==> src/sv/sspb_pkg.sv <==
package sspb_pkg;

   localparam int unsigned ADDR_W  = 22;
   localparam int unsigned COLOR_W = 32;
   localparam int unsigned SCALE_W = 4;
   localparam int unsigned LDIM_W  = 9;
   localparam int unsigned PITCH_W = 12;
   localparam int unsigned CSR_AW  = 4;
   localparam int unsigned CSR_DW  = 32;

   typedef struct packed {
      logic [7:0]         sprite_row;
      logic [7:0]         sprite_col;
      logic [3:0]         cell_row;
      logic [3:0]         cell_col;
      logic               cell_set;
      logic [COLOR_W-1:0] pixel_color;
   } req_type;

   typedef struct packed {
      logic [ADDR_W-1:0]  write_address;
      logic [COLOR_W-1:0] write_color;
      logic               out_of_range;
      logic               last_write;
   } rsp_type;

   typedef struct packed {
      logic [SCALE_W-1:0] scale_factor;
      logic [LDIM_W-1:0]  logical_width;
      logic [LDIM_W-1:0]  logical_height;
      logic [PITCH_W-1:0] line_pitch;
   } cfg_type;

   typedef enum logic [1:0] {
      REG_SCALE_FACTOR   = 2'd0,
      REG_LOGICAL_WIDTH  = 2'd1,
      REG_LOGICAL_HEIGHT = 2'd2,
      REG_LINE_PITCH     = 2'd3
   } reg_idx_type;

   typedef enum logic [1:0] {
      ST_IDLE,
      ST_CHECK,
      ST_BASE,
      ST_EMIT
   } ctrl_state_type;

   typedef struct packed {
      logic load;
      logic scale;
      logic base;
      logic step;
      logic emit_oor;
   } ctrl_cmd_type;

   typedef struct packed {
      logic skip;
      logic oor;
      logic last;
   } dp_status_type;

endpackage

==> src/sv/sspb_regs.sv <==
module sspb_regs (
   input  logic                         clock,
   input  logic                         reset,
   input  logic                         csr_psel,
   input  logic                         csr_penable,
   input  logic                         csr_pwrite,
   input  logic [sspb_pkg::CSR_AW-1:0]  csr_paddr,
   input  logic [sspb_pkg::CSR_DW-1:0]  csr_pwdata,
   output logic [sspb_pkg::CSR_DW-1:0]  csr_prdata,
   output logic                         csr_pready,
   output sspb_pkg::cfg_type            cfg
);
   import sspb_pkg::*;

   cfg_type     cfg_ff;
   cfg_type     cfg_in;
   reg_idx_type idx;
   logic        wr_en;

   assign idx        = reg_idx_type'(csr_paddr[3:2]);
   assign wr_en      = csr_psel && csr_penable && csr_pwrite;
   assign csr_pready = 1'b1;
   assign cfg        = cfg_ff;

   always_comb begin
      cfg_in = cfg_ff;
      if (wr_en) begin
         unique case (idx)
            REG_SCALE_FACTOR:   cfg_in.scale_factor   = csr_pwdata[SCALE_W-1:0];
            REG_LOGICAL_WIDTH:  cfg_in.logical_width  = csr_pwdata[LDIM_W-1:0];
            REG_LOGICAL_HEIGHT: cfg_in.logical_height = csr_pwdata[LDIM_W-1:0];
            REG_LINE_PITCH:     cfg_in.line_pitch     = csr_pwdata[PITCH_W-1:0];
            default:            cfg_in = cfg_ff;
         endcase
      end
   end

   always_comb begin
      unique case (idx)
         REG_SCALE_FACTOR:   csr_prdata = CSR_DW'(cfg_ff.scale_factor);
         REG_LOGICAL_WIDTH:  csr_prdata = CSR_DW'(cfg_ff.logical_width);
         REG_LOGICAL_HEIGHT: csr_prdata = CSR_DW'(cfg_ff.logical_height);
         REG_LINE_PITCH:     csr_prdata = CSR_DW'(cfg_ff.line_pitch);
         default:            csr_prdata = '0;
      endcase
   end

   always_ff @(posedge clock) begin
      if (reset) begin
         cfg_ff.scale_factor   <= SCALE_W'(8);
         cfg_ff.logical_width  <= LDIM_W'(128);
         cfg_ff.logical_height <= LDIM_W'(128);
         cfg_ff.line_pitch     <= PITCH_W'(1024);
      end else begin
         cfg_ff <= cfg_in;
      end
   end

endmodule

==> src/sv/sspb_ctrl.sv <==
module sspb_ctrl (
   input  logic                    clock,
   input  logic                    reset,
   input  logic                    start,
   output logic                    busy,
   input  sspb_pkg::dp_status_type status,
   output sspb_pkg::ctrl_cmd_type  cmd
);
   import sspb_pkg::*;

   ctrl_state_type state_ff;
   ctrl_state_type state_in;

   assign busy = (state_ff != ST_IDLE);

   always_ff @(posedge clock) begin
      if (reset) begin
         state_ff <= ST_IDLE;
      end else begin
         state_ff <= state_in;
      end
   end

   always_comb begin
      state_in = state_ff;
      cmd      = '0;
      unique case (state_ff)
         ST_IDLE: begin
            if (start) begin
               cmd.load = 1'b1;
               state_in = ST_CHECK;
            end
         end
         ST_CHECK: begin
            if (status.skip) begin
               state_in = ST_IDLE;
            end else if (status.oor) begin
               cmd.emit_oor = 1'b1;
               state_in     = ST_IDLE;
            end else begin
               cmd.scale = 1'b1;
               state_in  = ST_BASE;
            end
         end
         ST_BASE: begin
            cmd.base = 1'b1;
            state_in = ST_EMIT;
         end
         ST_EMIT: begin
            cmd.step = 1'b1;
            if (status.last) begin
               state_in = ST_IDLE;
            end
         end
         default: state_in = ST_IDLE;
      endcase
   end

endmodule

==> src/sv/sspb_dpath.sv <==
module sspb_dpath #(
   parameter int unsigned MAX_SCALE_FACTOR = 8,
   parameter int unsigned SPRITE_DIM       = 16
) (
   input  logic                    clock,
   input  logic                    reset,
   input  sspb_pkg::req_type       req_data,
   input  sspb_pkg::cfg_type       cfg,
   input  sspb_pkg::ctrl_cmd_type  cmd,
   output sspb_pkg::dp_status_type status,
   output logic                    rsp_strobe,
   output sspb_pkg::rsp_type       rsp_data
);
   import sspb_pkg::*;

   localparam logic [6:0]         DimLim   = 7'(SPRITE_DIM);
   localparam logic [SCALE_W-1:0] ScaleMax = SCALE_W'(MAX_SCALE_FACTOR);

   req_type            req_ff;
   logic [LDIM_W-1:0]  lrow_ff, lcol_ff;
   logic [11:0]        row0_ff, col0_ff;
   logic [ADDR_W-1:0]  row_start_ff, addr_ff;
   logic [SCALE_W-1:0] i_ff, j_ff;
   rsp_type            rsp_ff, rsp_in;
   logic               strobe_ff;

   logic [SCALE_W-1:0] scale, scale_m1;
   logic [ADDR_W-1:0]  base, next_row;
   logic               row_end;

   // zero acts as one, anything above the maximum saturates
   always_comb begin
      scale = cfg.scale_factor;
      if (scale == '0) begin
         scale = SCALE_W'(1);
      end else if (scale > ScaleMax) begin
         scale = ScaleMax;
      end
   end

   assign scale_m1 = scale - SCALE_W'(1);
   assign row_end  = (j_ff == scale_m1);
   assign base     = ADDR_W'(row0_ff * cfg.line_pitch) + ADDR_W'(col0_ff);
   assign next_row = row_start_ff + ADDR_W'(cfg.line_pitch);

   assign status.skip = !req_ff.cell_set
                        || ({3'b000, req_ff.cell_row} >= DimLim)
                        || ({3'b000, req_ff.cell_col} >= DimLim);
   assign status.oor  = (lrow_ff >= cfg.logical_height)
                        || (lcol_ff >= cfg.logical_width);
   assign status.last = (i_ff == scale_m1) && row_end;

   always_comb begin
      rsp_in = rsp_ff;
      if (cmd.emit_oor) begin
         rsp_in              = '0;
         rsp_in.out_of_range = 1'b1;
         rsp_in.last_write   = 1'b1;
      end else if (cmd.step) begin
         rsp_in.write_address = addr_ff;
         rsp_in.write_color   = req_ff.pixel_color;
         rsp_in.out_of_range  = 1'b0;
         rsp_in.last_write    = status.last;
      end
   end

   always_ff @(posedge clock) begin
      if (reset) begin
         strobe_ff <= 1'b0;
      end else begin
         strobe_ff <= cmd.step || cmd.emit_oor;
      end
   end

   always_ff @(posedge clock) begin
      rsp_ff <= rsp_in;
      if (cmd.load) begin
         req_ff  <= req_data;
         lrow_ff <= {1'b0, req_data.sprite_row} + LDIM_W'(req_data.cell_row);
         lcol_ff <= {1'b0, req_data.sprite_col} + LDIM_W'(req_data.cell_col);
      end
      if (cmd.scale) begin
         row0_ff <= 12'(lrow_ff * scale);
         col0_ff <= 12'(lcol_ff * scale);
      end
      if (cmd.base) begin
         row_start_ff <= base;
         addr_ff      <= base;
         i_ff         <= '0;
         j_ff         <= '0;
      end else if (cmd.step) begin
         // advance along the row, or drop to the start of the next screen row
         if (row_end) begin
            j_ff         <= '0;
            i_ff         <= i_ff + SCALE_W'(1);
            row_start_ff <= next_row;
            addr_ff      <= next_row;
         end else begin
            j_ff    <= j_ff + SCALE_W'(1);
            addr_ff <= addr_ff + ADDR_W'(1);
         end
      end
   end

   assign rsp_strobe = strobe_ff;
   assign rsp_data   = rsp_ff;

endmodule

==> src/sv/scaled_sprite_pixel_blitter.sv <==
// Scaled sprite pixel blitter.
// Input: drive one sprite cell on req_data and raise start; the cell is taken
// at a clock edge where start is high and busy is low.
// Output: each framebuffer write appears on rsp_data for one cycle, marked by
// rsp_strobe; the receiver must take it then. last_write marks the final beat
// of a cell. An off-screen cell gives one beat with out_of_range set.
// A clear cell, or one outside the sprite, gives no beat.
// Timing: a drawn cell passes through the states CHECK, BASE and EMIT and gives s*s
// beats, s being the effective scale (1..8). busy stays high from acceptance until the
// last beat has been stepped out; beats come one per cycle. A clear or off-screen cell
// returns to idle from CHECK. An address register walks the square, stepping along
// a row and moving down to the next screen row by line_pitch.
// Configuration: APB-style registers at 0x0 scale factor, 0x4 logical_width,
// 0x8 logical_height, 0xC line_pitch; write them only while busy is low.
// Reset returns the registers to 8, 128, 128, 1024 and the controller to idle.
module scaled_sprite_pixel_blitter #(
   parameter int unsigned MAX_SCALE_FACTOR = 8,
   parameter int unsigned SPRITE_DIM       = 16
) (
   input  logic                         clock,
   input  logic                         reset,
   input  logic                         start,
   output logic                         busy,
   input  sspb_pkg::req_type            req_data,
   output logic                         rsp_strobe,
   output sspb_pkg::rsp_type            rsp_data,
   input  logic                         csr_psel,
   input  logic                         csr_penable,
   input  logic                         csr_pwrite,
   input  logic [sspb_pkg::CSR_AW-1:0]  csr_paddr,
   input  logic [sspb_pkg::CSR_DW-1:0]  csr_pwdata,
   output logic [sspb_pkg::CSR_DW-1:0]  csr_prdata,
   output logic                         csr_pready
);
   import sspb_pkg::*;

   cfg_type       cfg;
   ctrl_cmd_type  cmd;
   dp_status_type status;

   sspb_regs u_regs (
      .clock       (clock),
      .reset       (reset),
      .csr_psel    (csr_psel),
      .csr_penable (csr_penable),
      .csr_pwrite  (csr_pwrite),
      .csr_paddr   (csr_paddr),
      .csr_pwdata  (csr_pwdata),
      .csr_prdata  (csr_prdata),
      .csr_pready  (csr_pready),
      .cfg         (cfg)
   );

   sspb_ctrl u_ctrl (
      .clock  (clock),
      .reset  (reset),
      .start  (start),
      .busy   (busy),
      .status (status),
      .cmd    (cmd)
   );

   sspb_dpath #(
      .MAX_SCALE_FACTOR (MAX_SCALE_FACTOR),
      .SPRITE_DIM       (SPRITE_DIM)
   ) u_dpath (
      .clock      (clock),
      .reset      (reset),
      .req_data   (req_data),
      .cfg        (cfg),
      .cmd        (cmd),
      .status     (status),
      .rsp_strobe (rsp_strobe),
      .rsp_data   (rsp_data)
   );

endmodule

==> config.mk <==
export PLATFORM = sky130hd
export DESIGN_NAME = scaled_sprite_pixel_blitter
export DESIGN_NICKNAME = d
export VERILOG_FILES = /design/src/sv/sspb_pkg.sv /design/src/sv/sspb_regs.sv /design/src/sv/sspb_ctrl.sv /design/src/sv/sspb_dpath.sv /design/src/sv/scaled_sprite_pixel_blitter.sv
export SDC_FILE = /design/constraint.sdc
export NUM_CORES = 1
export LEC_CHECK = 0
export BUFFER_PORTS_ARGS = -buffer_cell sky130_fd_sc_hd__buf_4
export CAP_MARGIN = 20
export CORE_ASPECT_RATIO = 0.5
export CORE_MARGIN = 2
export CORE_UTILIZATION = 50
export DETAILED_ROUTE_END_ITERATION = 7
export GPL_ROUTABILITY_DRIVEN = 0
export PLACE_DENSITY = 0.7
export SLEW_MARGIN = 20
export SYNTH_ARGS = -nofsm -noshare
export SYNTH_HDL_FRONTEND = slang
export SYNTH_SLANG_ARGS = --single-unit
==> constraint.sdc <==
create_clock -name clock -period 10 [get_ports clock]
set_input_delay 1 -clock clock [delete_from_list [all_inputs] [get_ports clock]]
set_output_delay 1 -clock clock [all_outputs]
set_load 0.01 [all_outputs]
Word level (Yosys, flattened, before mapping):

Index checks and enable logic that the tools add are counted.

* equal/unequal tests: 10
* $mul: 3
* magnitude comparators: 3
* add/sub/neg operators: 8
* multiplexer cells: 25
* reductions and logical operators: 18

Operators with widths (count)
* 22-bit 2-to-1 mux: 6
* 32-bit one-hot mux with 4 select lines: 1
* 22-bit by 12-bit adder with 22-bit output: 2
* 9-bit by 4-bit multiplier with 12-bit output: 2
* 22-bit by 1-bit adder with 22-bit output, second input constant: 1
* 12-bit by 12-bit multiplier with 22-bit output: 1
* 8-bit by 4-bit adder with 9-bit output: 2
* 9-bit >= comparator: 2
* 2-bit AND reduction: 7
* 4-bit 2-to-1 mux: 3
* 1-bit 2-to-1 mux: 10
* 4-bit by 1-bit adder with 4-bit output, second input constant: 2
* 2-bit == test, second input constant: 4
* 4-bit == test: 2
* 2-bit 2-to-1 mux: 4
* 2-bit one-hot mux with 4 select lines: 1
* 2-bit nonzero test: 3
* 2-bit by 1-bit == test with 1-bit output, second input constant: 2
* 4-bit greater-than comparator, second input constant: 1
* 2-bit zero test: 2
* 4-bit zero test: 1
* 2-bit != test, second input constant: 2
* 4-bit by 1-bit subtractor with 4-bit output, second input constant: 1
* 1-bit logical AND: 3
* 1-bit logical OR: 2

* flip-flop bits (word level): 220
* logic and storage cells: 87
* input bits: 99
* output and inout bits: 91

Longest topological paths before layout:

* word-level depth: 8
* mapped depth: 21
* mapped depth without buffers: 20

Hierarchy:

A second synthesis with hierarchy kept.

* cell total of the unflattened synthesis: 1757
* area, all modules: 17346.6 um^2

Modules (own cells, without submodules)
* sspb_dpath: times used 1, sequential area each 4874.7 um^2, cells an instance 1557, area an instance 15419.8 um^2
* sspb_regs: times used 1, sequential area each 680.7 um^2, cells an instance 186, area an instance 1796.7 um^2
* sspb_ctrl: times used 1, sequential area each 40.0 um^2, cells an instance 14, area an instance 130.1 um^2

Least setup slack after synthesis:

OpenSTA, ideal clock, no wires.

* path kind: register to register
* start: register u_regs.cfg_ff (netlist bit u_regs.cfg[11])
* end: register u_dpath.addr_ff[18] (data pin)
* buffers on the path: 1
* data arrival time: 5115 ps
* stages on the path, launching flop included: 19
* data required time: 9731 ps
* library setup time: 269 ps
* setup slack: 4616 ps
* cells stage by stage: dfxtp_1 -> clkbuf_1 -> nand2_1 -> fa_1 -> fa_1 -> inv_1 -> fa_1 -> fa_1 -> inv_1 -> fa_1 -> inv_1 -> ha_1 -> or4_1 -> a21oi_1 -> nor2_1 -> a2111oi_0 -> nor4_1 -> xnor2_1 -> o21ai_0

* word-level cells in the longest chain between the ends: 4
* elaborated cells on any way between the ends: 6

RTL lines
* start: declaration: RTL line sspb_regs.sv:15 `cfg_type cfg_ff;`
* start signal: assignment: RTL line sspb_regs.sv:55 `cfg_ff <= cfg_in;`
* branches (longest 3 deep; another with 12-bit by 12-bit multiplier with 22-bit output)
* 22-bit 2-to-1 mux *: RTL line sspb_dpath.sv:86 `if (cmd.base) begin`
* end signal: assignment: RTL line sspb_dpath.sv:88 `addr_ff <= base;`
* end signal: assignment: RTL line sspb_dpath.sv:97 `addr_ff <= next_row;`
* end signal: assignment: RTL line sspb_dpath.sv:100 `addr_ff <= addr_ff + ADDR_W'(1);`
* end: declaration: RTL line sspb_dpath.sv:22 `logic [ADDR_W-1:0] row_start_ff, addr_ff;`

Mark *: on every way between the ends. The select of a mux whose other input is x is not followed.
A chain may end at the register's enable or synchronous reset.

Final worst setup path:

* start: register u_regs.cfg_ff (netlist bit u_regs.cfg[5])
* end: register u_dpath.addr_ff[18] (data pin)

Same word-level chain as after synthesis.

==> impl_results.md <==
- DR pass1 iterations: 6
- Die Width: roughly 270 microns
- # diodes: 0
- I/O Pins: 190
- Number of antenna violations at the first check in global routing: 0
- Fin nets: roughly 2300
- Status: finished clean
- Vias/cell: about 5.3
- Combinational power share: between 10 and 15%
- Most area-consuming cells after synthesis: edfxtp_1 21%, fa_1 17%, dfxtp_1 12%, ha_1 9.7%, nand2_1 7.1%
- Sequential area share after synthesis: 32.80%
- Post-synth EDFFs: roughly 120
- Vias in the first global route: 12490
- Worst Setup Start Kind: register
- CTS resizes: 0
- Slew Viols, Final: 0
- Pre-CTS WS: around 3.8 ns
- Avg Inst Size Synth: about 9 sq um
- Power Internal: 1.604 mW
- First-pass GRT wire length: 64.81 mm
- Residual DRC: 0
- Share of layout cells above drive strength 1: between 10% and 20%
- Hold Crit Depth: 2
- Min-delay src: u_dpath.rsp_data[41]$_SDFFE_PP0P_
- CTS Hold Buffers Added: 0
- Post-DP HPWL: approximately 30 mm
- Compound-Gate Fraction of Synth Area: roughly a tenth
- Core Area: around 33000 sq um
- Starting Density: about half
- Fin Hold WS: 0.4534 ns
- Power Density: approximately 110 nW/um^2
- Post-synth top area share: about a fifth
- Max Cap Viol: 0
- Largest net degree at the start of global routing: 57
- Yosys synthesis warning count: 0
- Final ANT Viol Nets: 0
- Asr flop ratio synth: 0%
- Chip height: roughly 130 microns
- Clk pwr share: a little under two fifths
- Synth unique cells: between 60 and 70
- Synth Area in XOR/XNOR: 4.613%
- H-tree levels: 1
- Leak: approximately 8.7 nW
- Net switching power: between 500 and 600 uW
- Crit-path max FO: 15
- # clock sinks: 220
- Hold Crit Class: register to register
- Full die area: approximately 36000 sq um
- Area growth from synthesis to layout: 12.43%
- Yosys reg bits: between 200 and 250
- Worst Setup Path Type: register to register
- Hold Vio Cnt, Final: 0
- Reg clk slew, reported paths: about 0.06 ns
- TNS Setup: 0 ns
- Post-synth top flop: edfxtp_1
- Multiplexer share of the synthesized area: under 10%
- Clock Latency Late Sink: between 0.5 and 0.6 ns
- Slew Limit Headroom: between 30% and 40%
- Reg power frac: between 40% and 50%
- Post-layout min period: approximately 6.4 ns
- Worst r2r src: u_regs.cfg[5]$_SDFFE_PP0P_
- DR iter-0 viols: about 830
- Gr ovfl total: 0
- Fillcell total: 2911
- Clock skew: between 0.015 and 0.02 ns
- Critical Path End Type: register
- Worst R2R Setup Slack: ~3.6 ns
- Final setup margin: about 3.6 ns
- GR Util All Layers: 22.62%
- Reg2Reg Depth: 17
- Largest family of logic cells by synthesized area: adder cells
- Vias: ~13000
- CP startpoint: u_regs.cfg[5]$_SDFFE_PP0P_
- Peak VDD IR: 0.0001382 V
- Switching Share: 26.24%
- Hold EP: u_dpath.rsp_data[41]$_SDFFE_PP0P_
- Crit Reg-Reg Endpoint: u_dpath.addr_ff[18]$_DFFE_PP_
- Synth Cell Area: 17060 sq um
- Worst slew pin tran: approximately 0.96 ns
- Fin crit share: between 60 and 70%
- Max clock buf depth: 3
- Final Setup Violations: 0
- I/O Buffers: approximately 150
- CTS tree: built
- WL final: 39.22 mm
- Clk Tree Root Cell: clkbuf_16
- Total CTS buffers: 22
- Cell taking the most area after synthesis: edfxtp_1
- Worst Path Arrival: 6.62 ns
- Setup Buffers After CTS: 0
- RSZ-0062 raised after global routing: no
- Adder-Cell Fraction of Synth Area: a little over a quarter
- WL per Instance: about 16 microns
- # rows: 47
- Critical Path RT: about 10 ns
- Simple-gate share of the synthesized area: about 17%
- Max Freq: around 0.16 GHz
- Synth Instances: 1843
worst max-delay path, cell delays in order (launching register included):
cell,delay (ns)
dfxtp_1,0.84
nand2_1,0.17
fa_1,0.53
fa_1,0.51
inv_1,0.05
fa_1,0.49
fa_1,0.56
inv_1,0.06
fa_1,0.55
inv_1,0.05
ha_1,0.23
or4_1,0.52
a21oi_1,0.27
nor2_1,0.15
a2111oi_0,0.52
nor4_1,0.15
xnor2_1,0.26
o21ai_0,0.12
routing by layer:
layer,wire [microns],track usage (%),vias to the layer above
met4,794,4.991,0
li1,-,-,6160
met2,18210,37.47,288
met1,18050,31.56,6108
met3,2161,3.574,59
met5,0,0,-
Yosys cell counts (9+ instances only):
cell type,n
mux2i_1,22
edfxtp_1,119
ha_1,132
inv_1,234
a22o_1,9
buf_4,22
o21ai_0,59
xor2_1,33
dfxtp_1,101
fa_1,141
o21a_1,10
and2_1,110
nand2b_1,10
clkbuf_1,65
nand4_1,14
a21o_1,14
nor2b_1,16
nand3_1,28
and3_1,15
buf_2,11
nand2_1,323
a21oi_1,120
xnor2_1,55
nor2_1,81
sequential cells by signal, indices dropped and copies added, names as in the netlist, named ones only:
name,cells
u_dpath.rsp_data,56
u_dpath.lrow_ff,9
u_regs.cfg,34
u_dpath.lcol_ff,9
u_dpath.i_ff,4
u_dpath.col0_ff,12
u_dpath.rsp_strobe,1
u_dpath.j_ff,4
u_dpath.req_ff,33
u_ctrl.state_ff,1
u_dpath.row_start_ff,22
u_dpath.row0_ff,12
u_dpath.addr_ff,22
metrics by stage:
stage                     instances  cell area, sq um  utilization [%]  total power [mW]
after floorplan                1862             17130                -             1.255
after global placement         2362             18450            55.33             1.364
after detailed placement       2362             18450            55.33             1.372
after CTS                      2401             19170            57.49             2.194
after global routing           2401             19180            57.52             2.273
final                          2401             19180            57.52             2.174
layout make-up:
class / instances / area [sq um] / area share (%)
Sequential cell: 220 / 5595 / 29.17
Tap cell: 441 / 551.8 / 2.877
Clock buffer: 30 / 651.9 / 3.399
Timing Repair Buffer: 160 / 1201 / 6.263
Clock inverter: 9 / 68.82 / 0.3588
Multi-Input combinational cell: 1306 / 10230 / 53.33
Inverter: 235 / 882.1 / 4.599
cell families (layout without fill, tap and decap cells):
kind of cell               after synthesis  in the layout
other                                    2             21
adders and majority gates              273            273
and+or+nand+nor                        627            627
muxes                                   28             28
DFF                                    220            220
xor gates and xnor gates                89             89
buffers and inverters                  336            434
AOI/OAI and AO/OA                      268            268
power groups by stage:
stage               combinational, mW  sequential, mW  clock [mW]
finish                          0.308            1.04       0.821
global route                    0.349            1.05       0.873
floorplan                       0.197            1.06           0
global placement                0.302            1.06           0
detailed placement              0.309            1.06           0
CTS                             0.310            1.04       0.840
worst max-delay path by stage:
| stage | slack (ns) | to |
|---|---|---|
| 5_1_grt | 3.31 | u_dpath.addr_ff[18]$_DFFE_PP_ |
| 6_report | 3.65 | u_dpath.addr_ff[18]$_DFFE_PP_ |
| 4_1_cts | 3.71 | u_dpath.addr_ff[18]$_DFFE_PP_ |
| 3_3_place_gp | 3.79 | u_dpath.addr_ff[18]$_DFFE_PP_ |
| 3_5_place_dp | 3.78 | u_dpath.addr_ff[18]$_DFFE_PP_ |
| 2_1_floorplan | 4.62 | u_dpath.addr_ff[18]$_DFFE_PP_ |
cells in the final DEF (no fill, tap or decap), types with 4 or more instances in the layout:
cell,n
a211oi_1,6
a21o_1,14
a21oi_1,119
a22o_1,9
and2_1,109
and3_1,15
and4_1,6
buf_4,160
clkbuf_16,23
clkbuf_8,5
clkinv_1,5
conb_1,21
dfxtp_1,101
edfxtp_1,119
fa_1,141
ha_1,132
inv_1,234
mux2i_1,22
mux4_2,4
nand2_1,322
nand2b_1,10
nand3_1,28
nand4_1,14
nor2_1,78
nor2b_1,15
nor3_1,7
o211ai_1,5
o21a_1,10
o21ai_0,59
o21ai_1,6
o21bai_1,7
xnor2_1,55
xor2_1,33
No activity file was read; power rests on OpenSTA's default activity.
